`config.mk`:
```
export PLATFORM = sky130hd
export DESIGN_NAME = shape_pair_collision_test_top_flat
export DESIGN_NICKNAME = d
export VERILOG_FILES = /design/src/hw/rtl/spct_pkg.sv /design/src/hw/rtl/spct_req_if.sv /design/src/hw/rtl/spct_rsp_if.sv /design/src/hw/rtl/shape_pair_collision_test_top.sv /design/src/flat_wrapper.sv
export SDC_FILE = /design/constraint.sdc
export NUM_CORES = 2
export LEC_CHECK = 0
export BUFFER_PORTS_ARGS = -buffer_cell sky130_fd_sc_hd__buf_4
export CORE_MARGIN = 1.5
export CORE_UTILIZATION = 54
export CTS_CLUSTER_SIZE = 30
export DETAILED_ROUTE_END_ITERATION = 12
export GPL_TIMING_DRIVEN = 1
export PLACE_DENSITY = 0.74
export SYNTH_ARGS = -nofsm -noshare
export SYNTH_HDL_FRONTEND = slang
export SYNTH_SLANG_ARGS = --single-unit
export TNS_END_PERCENT = 20
```
`constraint.sdc`:
```
create_clock -name clk -period 6.1 [get_ports clk]
set_input_delay 0.915 -clock clk [delete_from_list [all_inputs] [get_ports clk]]
set_output_delay 0.915 -clock clk [all_outputs]
set_load 0.02 [all_outputs]
```
`src/hw/rtl/spct_pkg.sv`:
```
package spct_pkg;

    localparam int OP_W = 3;

    localparam logic [OP_W-1:0] OP_PT_CIRC   = 3'd0;
    localparam logic [OP_W-1:0] OP_CIRC_CIRC = 3'd1;
    localparam logic [OP_W-1:0] OP_PT_BOX    = 3'd2;
    localparam logic [OP_W-1:0] OP_BOX_BOX   = 3'd3;
    localparam logic [OP_W-1:0] OP_BOX_CIRC  = 3'd4;

    // how the last stage resolves the hit
    typedef struct packed {
        logic use_near;   // take the squared-distance compare
        logic strict;     // strict less for that compare
        logic flat_hit;   // hit when the compare is not used
    } spct_flags_t;

endpackage

```
`src/hw/rtl/spct_req_if.sv`:
```
interface spct_req_if #(
    parameter int COORD_BITS = 16
);
    logic                           valid;
    logic                           ready;
    logic [spct_pkg::OP_W-1:0]      op;
    logic signed [COORD_BITS-1:0]   ax;
    logic signed [COORD_BITS-1:0]   ay;
    logic [COORD_BITS-2:0]          a_half_w;
    logic [COORD_BITS-2:0]          a_half_h;
    logic [COORD_BITS-2:0]          a_diam;
    logic signed [COORD_BITS-1:0]   bx;
    logic signed [COORD_BITS-1:0]   by;
    logic [COORD_BITS-2:0]          b_half_w;
    logic [COORD_BITS-2:0]          b_half_h;
    logic [COORD_BITS-2:0]          b_diam;

    modport source (
        output valid, op, ax, ay, a_half_w, a_half_h, a_diam,
               bx, by, b_half_w, b_half_h, b_diam,
        input  ready
    );

    modport sink (
        input  valid, op, ax, ay, a_half_w, a_half_h, a_diam,
               bx, by, b_half_w, b_half_h, b_diam,
        output ready
    );
endinterface

```
`src/hw/rtl/spct_rsp_if.sv`:
```
interface spct_rsp_if;
    logic valid;
    logic ready;
    logic hit;

    modport source (
        output valid, hit,
        input  ready
    );

    modport sink (
        input  valid, hit,
        output ready
    );
endinterface

```
`src/hw/rtl/shape_pair_collision_test_top.sv`:
```
// An accepted word moves through the stage 1 to stage 4 registers in turn;
// its result word leaves at rsp from stage 4. Throughput: one word per cycle
// while rsp takes words; four register stages (abs diff, compares, squaring
// multipliers, sum and compare), each stage stalls only when full. Reset
// (rst_n low, asynchronous) clears all stage valid bits; the block is empty and ready right after reset.
module shape_pair_collision_test_top #(
    parameter int COORD_BITS = 16
) (
    input  logic        clk,
    input  logic        rst_n,
    spct_req_if.sink    req,
    spct_rsp_if.source  rsp
);

    localparam int C  = COORD_BITS;
    localparam int SQ = 2 * COORD_BITS;

    // ---------------- stage 1: differences and limits ----------------
    logic                       s1_v_reg;
    logic [spct_pkg::OP_W-1:0]  s1_op_reg;
    logic [C-1:0]               s1_mdx_reg, s1_mdx_next;
    logic [C-1:0]               s1_mdy_reg, s1_mdy_next;
    logic [C-1:0]               s1_lim_w_reg, s1_lim_w_next;
    logic [C-1:0]               s1_lim_h_reg, s1_lim_h_next;
    logic [C:0]                 s1_gw_reg, s1_gw_next;
    logic [C:0]                 s1_gh_reg, s1_gh_next;
    logic [C-1:0]               s1_d_reg, s1_d_next;

    logic                       s2_v_reg;
    logic [C-1:0]               s2_ex_reg, s2_ex_next;
    logic [C-1:0]               s2_ey_reg, s2_ey_next;
    logic [C-1:0]               s2_d_reg;
    spct_pkg::spct_flags_t      s2_flags_reg, s2_flags_next;

    logic                       s3_v_reg;
    logic [SQ-1:0]              s3_sqx_reg, s3_sqx_next;
    logic [SQ-1:0]              s3_sqy_reg, s3_sqy_next;
    logic [SQ-1:0]              s3_sqd_reg, s3_sqd_next;
    spct_pkg::spct_flags_t      s3_flags_reg;

    logic                       s4_v_reg;
    logic                       s4_hit_reg, s4_hit_next;

    logic rdy1, rdy2, rdy3, rdy4;

    assign rdy4 = !s4_v_reg || rsp.ready;
    assign rdy3 = !s3_v_reg || rdy4;
    assign rdy2 = !s2_v_reg || rdy3;
    assign rdy1 = !s1_v_reg || rdy2;

    assign req.ready = rdy1;
    assign rsp.valid = s4_v_reg;
    assign rsp.hit   = s4_hit_reg;

    logic [C:0] dxp, dxn, dyp, dyn;

    always_comb
    begin
        dxp = {req.bx[C-1], req.bx} - {req.ax[C-1], req.ax};
        dxn = {req.ax[C-1], req.ax} - {req.bx[C-1], req.bx};
        dyp = {req.by[C-1], req.by} - {req.ay[C-1], req.ay};
        dyn = {req.ay[C-1], req.ay} - {req.by[C-1], req.by};
        s1_mdx_next = dxp[C] ? dxn[C-1:0] : dxp[C-1:0];
        s1_mdy_next = dyp[C] ? dyn[C-1:0] : dyp[C-1:0];

        case (req.op)
            spct_pkg::OP_BOX_BOX:
            begin
                s1_lim_w_next = {1'b0, req.a_half_w} + {1'b0, req.b_half_w};
                s1_lim_h_next = {1'b0, req.a_half_h} + {1'b0, req.b_half_h};
            end
            spct_pkg::OP_PT_BOX:
            begin
                s1_lim_w_next = {1'b0, req.b_half_w};
                s1_lim_h_next = {1'b0, req.b_half_h};
            end
            default:
            begin
                s1_lim_w_next = {1'b0, req.a_half_w};
                s1_lim_h_next = {1'b0, req.a_half_h};
            end
        endcase

        s1_gw_next = {1'b0, req.a_half_w, 1'b0} + {2'b00, req.b_diam};
        s1_gh_next = {1'b0, req.a_half_h, 1'b0} + {2'b00, req.b_diam};

        if (req.op == spct_pkg::OP_CIRC_CIRC)
            s1_d_next = {1'b0, req.a_diam} + {1'b0, req.b_diam};
        else
            s1_d_next = {1'b0, req.b_diam};
    end

    // ---------------- stage 2: compares, corner offsets ----------------
    logic [C:0]   diff_w, diff_h;
    logic         w_lt, h_lt, w_le, h_le, gw_ok, gh_ok, band, nz;
    logic [C-1:0] cx, cy;

    always_comb
    begin
        diff_w = {1'b0, s1_mdx_reg} - {1'b0, s1_lim_w_reg};
        diff_h = {1'b0, s1_mdy_reg} - {1'b0, s1_lim_h_reg};
        w_lt   = diff_w[C];
        h_lt   = diff_h[C];
        w_le   = w_lt || (s1_mdx_reg == s1_lim_w_reg);
        h_le   = h_lt || (s1_mdy_reg == s1_lim_h_reg);
        cx     = w_lt ? (s1_lim_w_reg - s1_mdx_reg) : diff_w[C-1:0];
        cy     = h_lt ? (s1_lim_h_reg - s1_mdy_reg) : diff_h[C-1:0];
        gw_ok  = {s1_mdx_reg, 1'b0} <= s1_gw_reg;
        gh_ok  = {s1_mdy_reg, 1'b0} <= s1_gh_reg;
        band   = w_lt || h_lt;
        nz     = (s1_mdx_reg != '0) && (s1_mdy_reg != '0);

        s2_ex_next    = s1_mdx_reg;
        s2_ey_next    = s1_mdy_reg;
        s2_flags_next = '0;

        case (s1_op_reg)
            spct_pkg::OP_PT_CIRC:
            begin
                s2_flags_next.use_near = 1'b1;
                s2_flags_next.strict   = 1'b1;
            end
            spct_pkg::OP_CIRC_CIRC:
            begin
                s2_flags_next.use_near = 1'b1;
            end
            spct_pkg::OP_PT_BOX, spct_pkg::OP_BOX_BOX:
            begin
                s2_flags_next.flat_hit = w_le && h_le;
            end
            spct_pkg::OP_BOX_CIRC:
            begin
                s2_ex_next = cx;
                s2_ey_next = cy;
                if (band)
                    s2_flags_next.flat_hit = gw_ok && gh_ok;
                else
                begin
                    // centre on an axis outside both bands: no corner, miss
                    s2_flags_next.use_near = nz;
                    s2_flags_next.strict   = 1'b1;
                end
            end
            default:
            begin
                s2_flags_next = '0;
            end
        endcase
    end

    // ---------------- stage 3: squares ----------------
    logic [SQ-1:0] ex_w, ey_w, d_w;

    always_comb
    begin
        ex_w        = SQ'(s2_ex_reg);
        ey_w        = SQ'(s2_ey_reg);
        d_w         = SQ'(s2_d_reg);
        s3_sqx_next = ex_w * ex_w;
        s3_sqy_next = ey_w * ey_w;
        s3_sqd_next = d_w * d_w;
    end

    // ---------------- stage 4: 4*dist^2 against d^2 ----------------
    logic [SQ:0]   sum_sq;
    logic [SQ+2:0] lhs, rhs;
    logic          near_lt, near_le;

    always_comb
    begin
        sum_sq  = {1'b0, s3_sqx_reg} + {1'b0, s3_sqy_reg};
        lhs     = {sum_sq, 2'b00};
        rhs     = {3'b000, s3_sqd_reg};
        near_lt = lhs < rhs;
        near_le = lhs <= rhs;
        if (s3_flags_reg.use_near)
            s4_hit_next = s3_flags_reg.strict ? near_lt : near_le;
        else
            s4_hit_next = s3_flags_reg.flat_hit;
    end

    // ---------------- registers ----------------
    always_ff @(posedge clk or negedge rst_n)
    begin
        if (!rst_n)
        begin
            s1_v_reg <= 1'b0;
            s2_v_reg <= 1'b0;
            s3_v_reg <= 1'b0;
            s4_v_reg <= 1'b0;
        end
        else
        begin
            if (rdy1)
                s1_v_reg <= req.valid;
            if (rdy2)
                s2_v_reg <= s1_v_reg;
            if (rdy3)
                s3_v_reg <= s2_v_reg;
            if (rdy4)
                s4_v_reg <= s3_v_reg;
        end
    end

    always_ff @(posedge clk)
    begin
        if (rdy1)
        begin
            s1_op_reg    <= req.op;
            s1_mdx_reg   <= s1_mdx_next;
            s1_mdy_reg   <= s1_mdy_next;
            s1_lim_w_reg <= s1_lim_w_next;
            s1_lim_h_reg <= s1_lim_h_next;
            s1_gw_reg    <= s1_gw_next;
            s1_gh_reg    <= s1_gh_next;
            s1_d_reg     <= s1_d_next;
        end
        if (rdy2)
        begin
            s2_ex_reg    <= s2_ex_next;
            s2_ey_reg    <= s2_ey_next;
            s2_d_reg     <= s1_d_reg;
            s2_flags_reg <= s2_flags_next;
        end
        if (rdy3)
        begin
            s3_sqx_reg   <= s3_sqx_next;
            s3_sqy_reg   <= s3_sqy_next;
            s3_sqd_reg   <= s3_sqd_next;
            s3_flags_reg <= s2_flags_reg;
        end
        if (rdy4)
            s4_hit_reg <= s4_hit_next;
    end

    // ---------------- assertions ----------------
    a_empty_ready: assert property (@(posedge clk) disable iff (!rst_n)
        !s1_v_reg |-> req.ready)
        else $error("stage 1 empty but input not ready");

    a_accept_loads: assert property (@(posedge clk) disable iff (!rst_n)
        (req.valid && req.ready) |=> s1_v_reg)
        else $error("accepted word not held in stage 1");

    a_bad_op_miss: assert property (@(posedge clk) disable iff (!rst_n)
        (s1_v_reg && rdy2 && (s1_op_reg > spct_pkg::OP_BOX_CIRC))
        |=> (s2_v_reg && !s2_flags_reg.use_near && !s2_flags_reg.flat_hit))
        else $error("unused op code not forced to miss");

    a_flat_miss: assert property (@(posedge clk) disable iff (!rst_n)
        (s3_v_reg && rdy4 && !s3_flags_reg.use_near && !s3_flags_reg.flat_hit)
        |=> (s4_v_reg && !s4_hit_reg))
        else $error("miss flagged in stage 3 turned into hit");

endmodule

```
`src/flat_wrapper.sv`:
```
// flat-port wrapper written by rule: the top's interface ports become plain ports
module shape_pair_collision_test_top_flat 
#(
    parameter int COORD_BITS = 16
)
  (clk, rst_n, req_valid, req_op, req_ax, req_ay, req_a_half_w, req_a_half_h, req_a_diam, req_bx, req_by, req_b_half_w, req_b_half_h, req_b_diam, req_ready, rsp_valid, rsp_hit, rsp_ready);
  spct_req_if #(.COORD_BITS(COORD_BITS)) req_i ();
  spct_rsp_if rsp_i ();
  input  logic clk;
  input  logic rst_n;
  input wire logic [$bits(req_i.valid)-1:0] req_valid;
  input wire logic [$bits(req_i.op)-1:0] req_op;
  input wire logic [$bits(req_i.ax)-1:0] req_ax;
  input wire logic [$bits(req_i.ay)-1:0] req_ay;
  input wire logic [$bits(req_i.a_half_w)-1:0] req_a_half_w;
  input wire logic [$bits(req_i.a_half_h)-1:0] req_a_half_h;
  input wire logic [$bits(req_i.a_diam)-1:0] req_a_diam;
  input wire logic [$bits(req_i.bx)-1:0] req_bx;
  input wire logic [$bits(req_i.by)-1:0] req_by;
  input wire logic [$bits(req_i.b_half_w)-1:0] req_b_half_w;
  input wire logic [$bits(req_i.b_half_h)-1:0] req_b_half_h;
  input wire logic [$bits(req_i.b_diam)-1:0] req_b_diam;
  output wire logic [$bits(req_i.ready)-1:0] req_ready;
  output wire logic [$bits(rsp_i.valid)-1:0] rsp_valid;
  output wire logic [$bits(rsp_i.hit)-1:0] rsp_hit;
  input wire logic [$bits(rsp_i.ready)-1:0] rsp_ready;
  assign req_i.valid = req_valid;
  assign req_i.op = req_op;
  assign req_i.ax = req_ax;
  assign req_i.ay = req_ay;
  assign req_i.a_half_w = req_a_half_w;
  assign req_i.a_half_h = req_a_half_h;
  assign req_i.a_diam = req_a_diam;
  assign req_i.bx = req_bx;
  assign req_i.by = req_by;
  assign req_i.b_half_w = req_b_half_w;
  assign req_i.b_half_h = req_b_half_h;
  assign req_i.b_diam = req_b_diam;
  assign req_ready = req_i.ready;
  assign rsp_valid = rsp_i.valid;
  assign rsp_hit = rsp_i.hit;
  assign rsp_i.ready = rsp_ready;
  shape_pair_collision_test_top #(.COORD_BITS(COORD_BITS)) u_core (.clk(clk), .rst_n(rst_n), .req(req_i), .rsp(rsp_i));
endmodule
```
==> results by group <==
Status
  – Outcome: finished, violations left
  – Failing checks: setup timing

Critical path
  – CP endpoint kind: flip-flop
  – Worst EP required: about 6400 ps
  – Startpoint types: flip-flop
  – CP delay by family, top: adder cells
  – Worst Path Arrival: ~6500 ps
  – Crit path kind: reg2reg
  – CP Cell Sequence: buf_4 > nand2_1 > fa_1 > inv_1 > fa_1 > fa_1 > fa_1 > fa_1 > inv_1 > fa_1 > inv_1 > ha_1 > nand2_1 > o21ai_1 > a31oi_2 > o31ai_2 > o311a_1 > o21a_1 > o2111a_1 > a211o_1
  – Largest stage delay on the critical path: around 550 ps
  – Crit path buffers/inverters: 4
  – Critical Path Fanout Max: 9
  – Slowest CP cell: fa_1
  – Most used cell, CP: fa_1

Die
  – Initial Utilization: 54.7%
  – Die width: between 200 and 300 um
  – I/O pin count: about 160
  – Num rows: just over 100
  – Core area: 0.0777 mm2
  – DIE HEIGHT: roughly 280 um
  – Die area: 0.0804 mm2

Logic synthesis
  – FF+latch count, synth: around 270
  – Register area share after synthesis: roughly a fifth
  – Yosys warning count: 0
  – Post-synth EDFFs: around 260
  – Synth Cell Area: ~0.042 mm2
  – Post-Syn Area per Cell: just over 9 um2
  – Most used DFF post-synth: edfxtp_1
  – Post-synthesis instance total: 4611
  – Cell variety after synth: between 80 and 90
  – Mapped Nets: around 6000
  – Async set-reset flop share out of synthesis: under 10%

Final layout
  – Utilization after layout: about three fifths
  – Fin nets: around 6200
  – Ratio of cells with drive above 1 in the final layout: between 10% and 20%
  – Area of the multi-input gates: a little over 0.03 mm2
  – Leading cell type in the layout, fill and taps excluded: inv_1
  – Most frequent cells in the layout: inv_1 (993), ha_1 (585), fa_1 (496)
  – Design area: between 0.04 and 0.05 mm2
  – Layout Area Growth over Synthesis: 12.5%
  – Fill cell count: ~6500
  – Register area: 0.00803 mm2
  – Diode count: 0

Timing
  – Crit share post-route: 102%
  – Final worst slack: -92.9 ps
  – Final Hold Fails: 0
  – Post-layout min period: just over 6000 ps
  – Setup TNS Final: -92.9 ps
  – Worst Clk Skew: 22.7 ps
  – Final setup vio count: 1
  – Max Freq: roughly 0.16 GHz
  – Slew headroom: about 33%
  – RSZ-0062 raised after global routing: yes
  – Worst-Margin Slew: between 1000 and 1500 ps
  – Slew Viols, Final: 0

Place
  – Final GP Congestion: 0.946
  – Placed Area: between 0.04 and 0.05 mm2
  – DP Wirelength: about 83000 um
  – Input/output buffers: between 150 and 200

Drt
  – DR DRC count: 0
  – DRT antenna net count: 0
  – Number of vias per cell: around 5.3
  – DRT Pass-1 Iters: 5
  – Final wirelength: roughly 98000 um
  – WL/cell: roughly 16 um
  – Drt initial violations: between 1500 and 2000
  – Via count: ~32000

Clock network
  – Clk Latency, worst-skew pair: between 500 and 600 ps
  – CTS tree: yes
  – Clk buf depth: 3
  – CTS Sinks: 268
  – Htree depth: 2
  – Root buffer cell: clkbuf_16
  – Num CTS Buffers: 34
  – CTS clock-pin slew for the worst setup and hold paths: 60 ps

GRT
  – Number of global-route vias before repair: 33200
  – Gr ovfl total: 0
  – Initial antenna violation count: 2
  – Largest net degree at the start of global routing: between 60 and 70
  – Total Routing Usage GR: 24.9%
  – Global-route wire length before repair: between 150000 and 200000 um

Min path
  – Worst min path class: in2async

Run
  – MaxCap Viol Count: 0
==> metal layers <==
metal	GRT usage, %	part of all wire [%]	vias to the layer above
met1	30.7	41	15300
met4	9.83	4.0	2
li1	-	-	15600
met5	0	0.011	-
met3	3.25	5.4	184
met2	44.0	49	751
==> worst reg2reg max path, delay by kind of cell, from the launching register on <==
| family | cells | cell delay (ps) |
|---|---|---|
| DFF | 1 | 500 |
| adders and majority gates | 7 | 3350 |
| AOI/OAI and AO/OA | 7 | 1420 |
| and+or+nand+nor | 2 | 300 |
| buffers and inverters | 4 | 380 |
==> synth_stat cells, types with 20 or more instances <==
library cell / instances / area (um2)
or2_2: 23 / 144
nand4_1: 27 / 169
a21o_1: 122 / 916
edfxtp_1: 264 / 7930
a21oi_1: 191 / 956
o21a_1: 44 / 330
and3_1: 20 / 125
nor2b_1: 56 / 350
a211oi_1: 20 / 150
nand2_1: 405 / 1520
nor3_1: 51 / 255
fa_1: 501 / 10000
inv_1: 1009 / 3790
and2_1: 115 / 719
ha_1: 596 / 7460
nand2b_1: 47 / 294
mux2i_1: 64 / 641
a21boi_0: 22 / 165
clkbuf_1: 91 / 342
nor2_1: 201 / 754
xor2_1: 68 / 596
a31oi_1: 23 / 144
o21ai_0: 195 / 976
xnor2_1: 160 / 1400
nand3_1: 48 / 240
==> path summary, 6_finish.rpt <==
| kind | startpoint | endpoint | slack (ps) | cells after the start |
|---|---|---|---|---|
| worst min-delay path | rst_n | u_core.s1_v_reg | 140 | 1 |
| worst min register to register | u_core.s1_d_reg[5] | u_core.s2_d_reg[5] | 420 | 0 |
| min in group clk | u_core.s1_d_reg[5] | u_core.s2_d_reg[5] | 420 | 0 |
| worst max-delay path | u_core.s2_ex_reg[11] | u_core.s3_sqx_reg[31] | -90 | 20 |
| worst max register to register | u_core.s2_ex_reg[11] | u_core.s3_sqx_reg[31] | -90 | 20 |
| max in group asynchronous | rst_n | u_core.s3_v_reg | 5840 | 1 |
==> logic make-up after synthesis <==
family / Yosys count / synth area share (%)
buf+inv: 1121 / 9.98
xor+xnor: 228 / 4.70
fa+ha+maj: 1097 / 41.2
simple gates: 1038 / 11.6
flops: 268 / 18.9
mux: 76 / 1.83
compound gates: 783 / 11.9
==> final cells by class <==
| class | instances | share of cell area, % |
|---|---|---|
| Multi-Input combinational cell | 3222 | 64.1 |
| Sequential cell | 268 | 16.8 |
| Inverter | 1009 | 7.92 |
| Timing Repair Buffer | 378 | 6.18 |
| Clock buffer | 39 | 1.86 |
| Clock inverter | 22 | 0.442 |
| Tap cell | 1040 | 2.72 |
==> what timing repair did <==
item / CTS / global route
pin swaps: 15 / 55
setup endpoints to repair: 11 / 31
buffers inserted: 5 / 16
hold buffers: 0 / 0
resized for setup: 21 / 84
==> metrics by stage <==
stage               instances  hold slack (ps)  setup WS, ps
finish                   5978              145         -92.9
global route             5978              137          -273
CTS                      5962              123         -38.7
detailed placement       5896              414         -85.9
global placement         5896              402         -39.3
floorplan                4611              400         -45.1
Power is not shown: default switching activity piles up to over one toggle a cycle in this logic, so the estimate is an artifact.
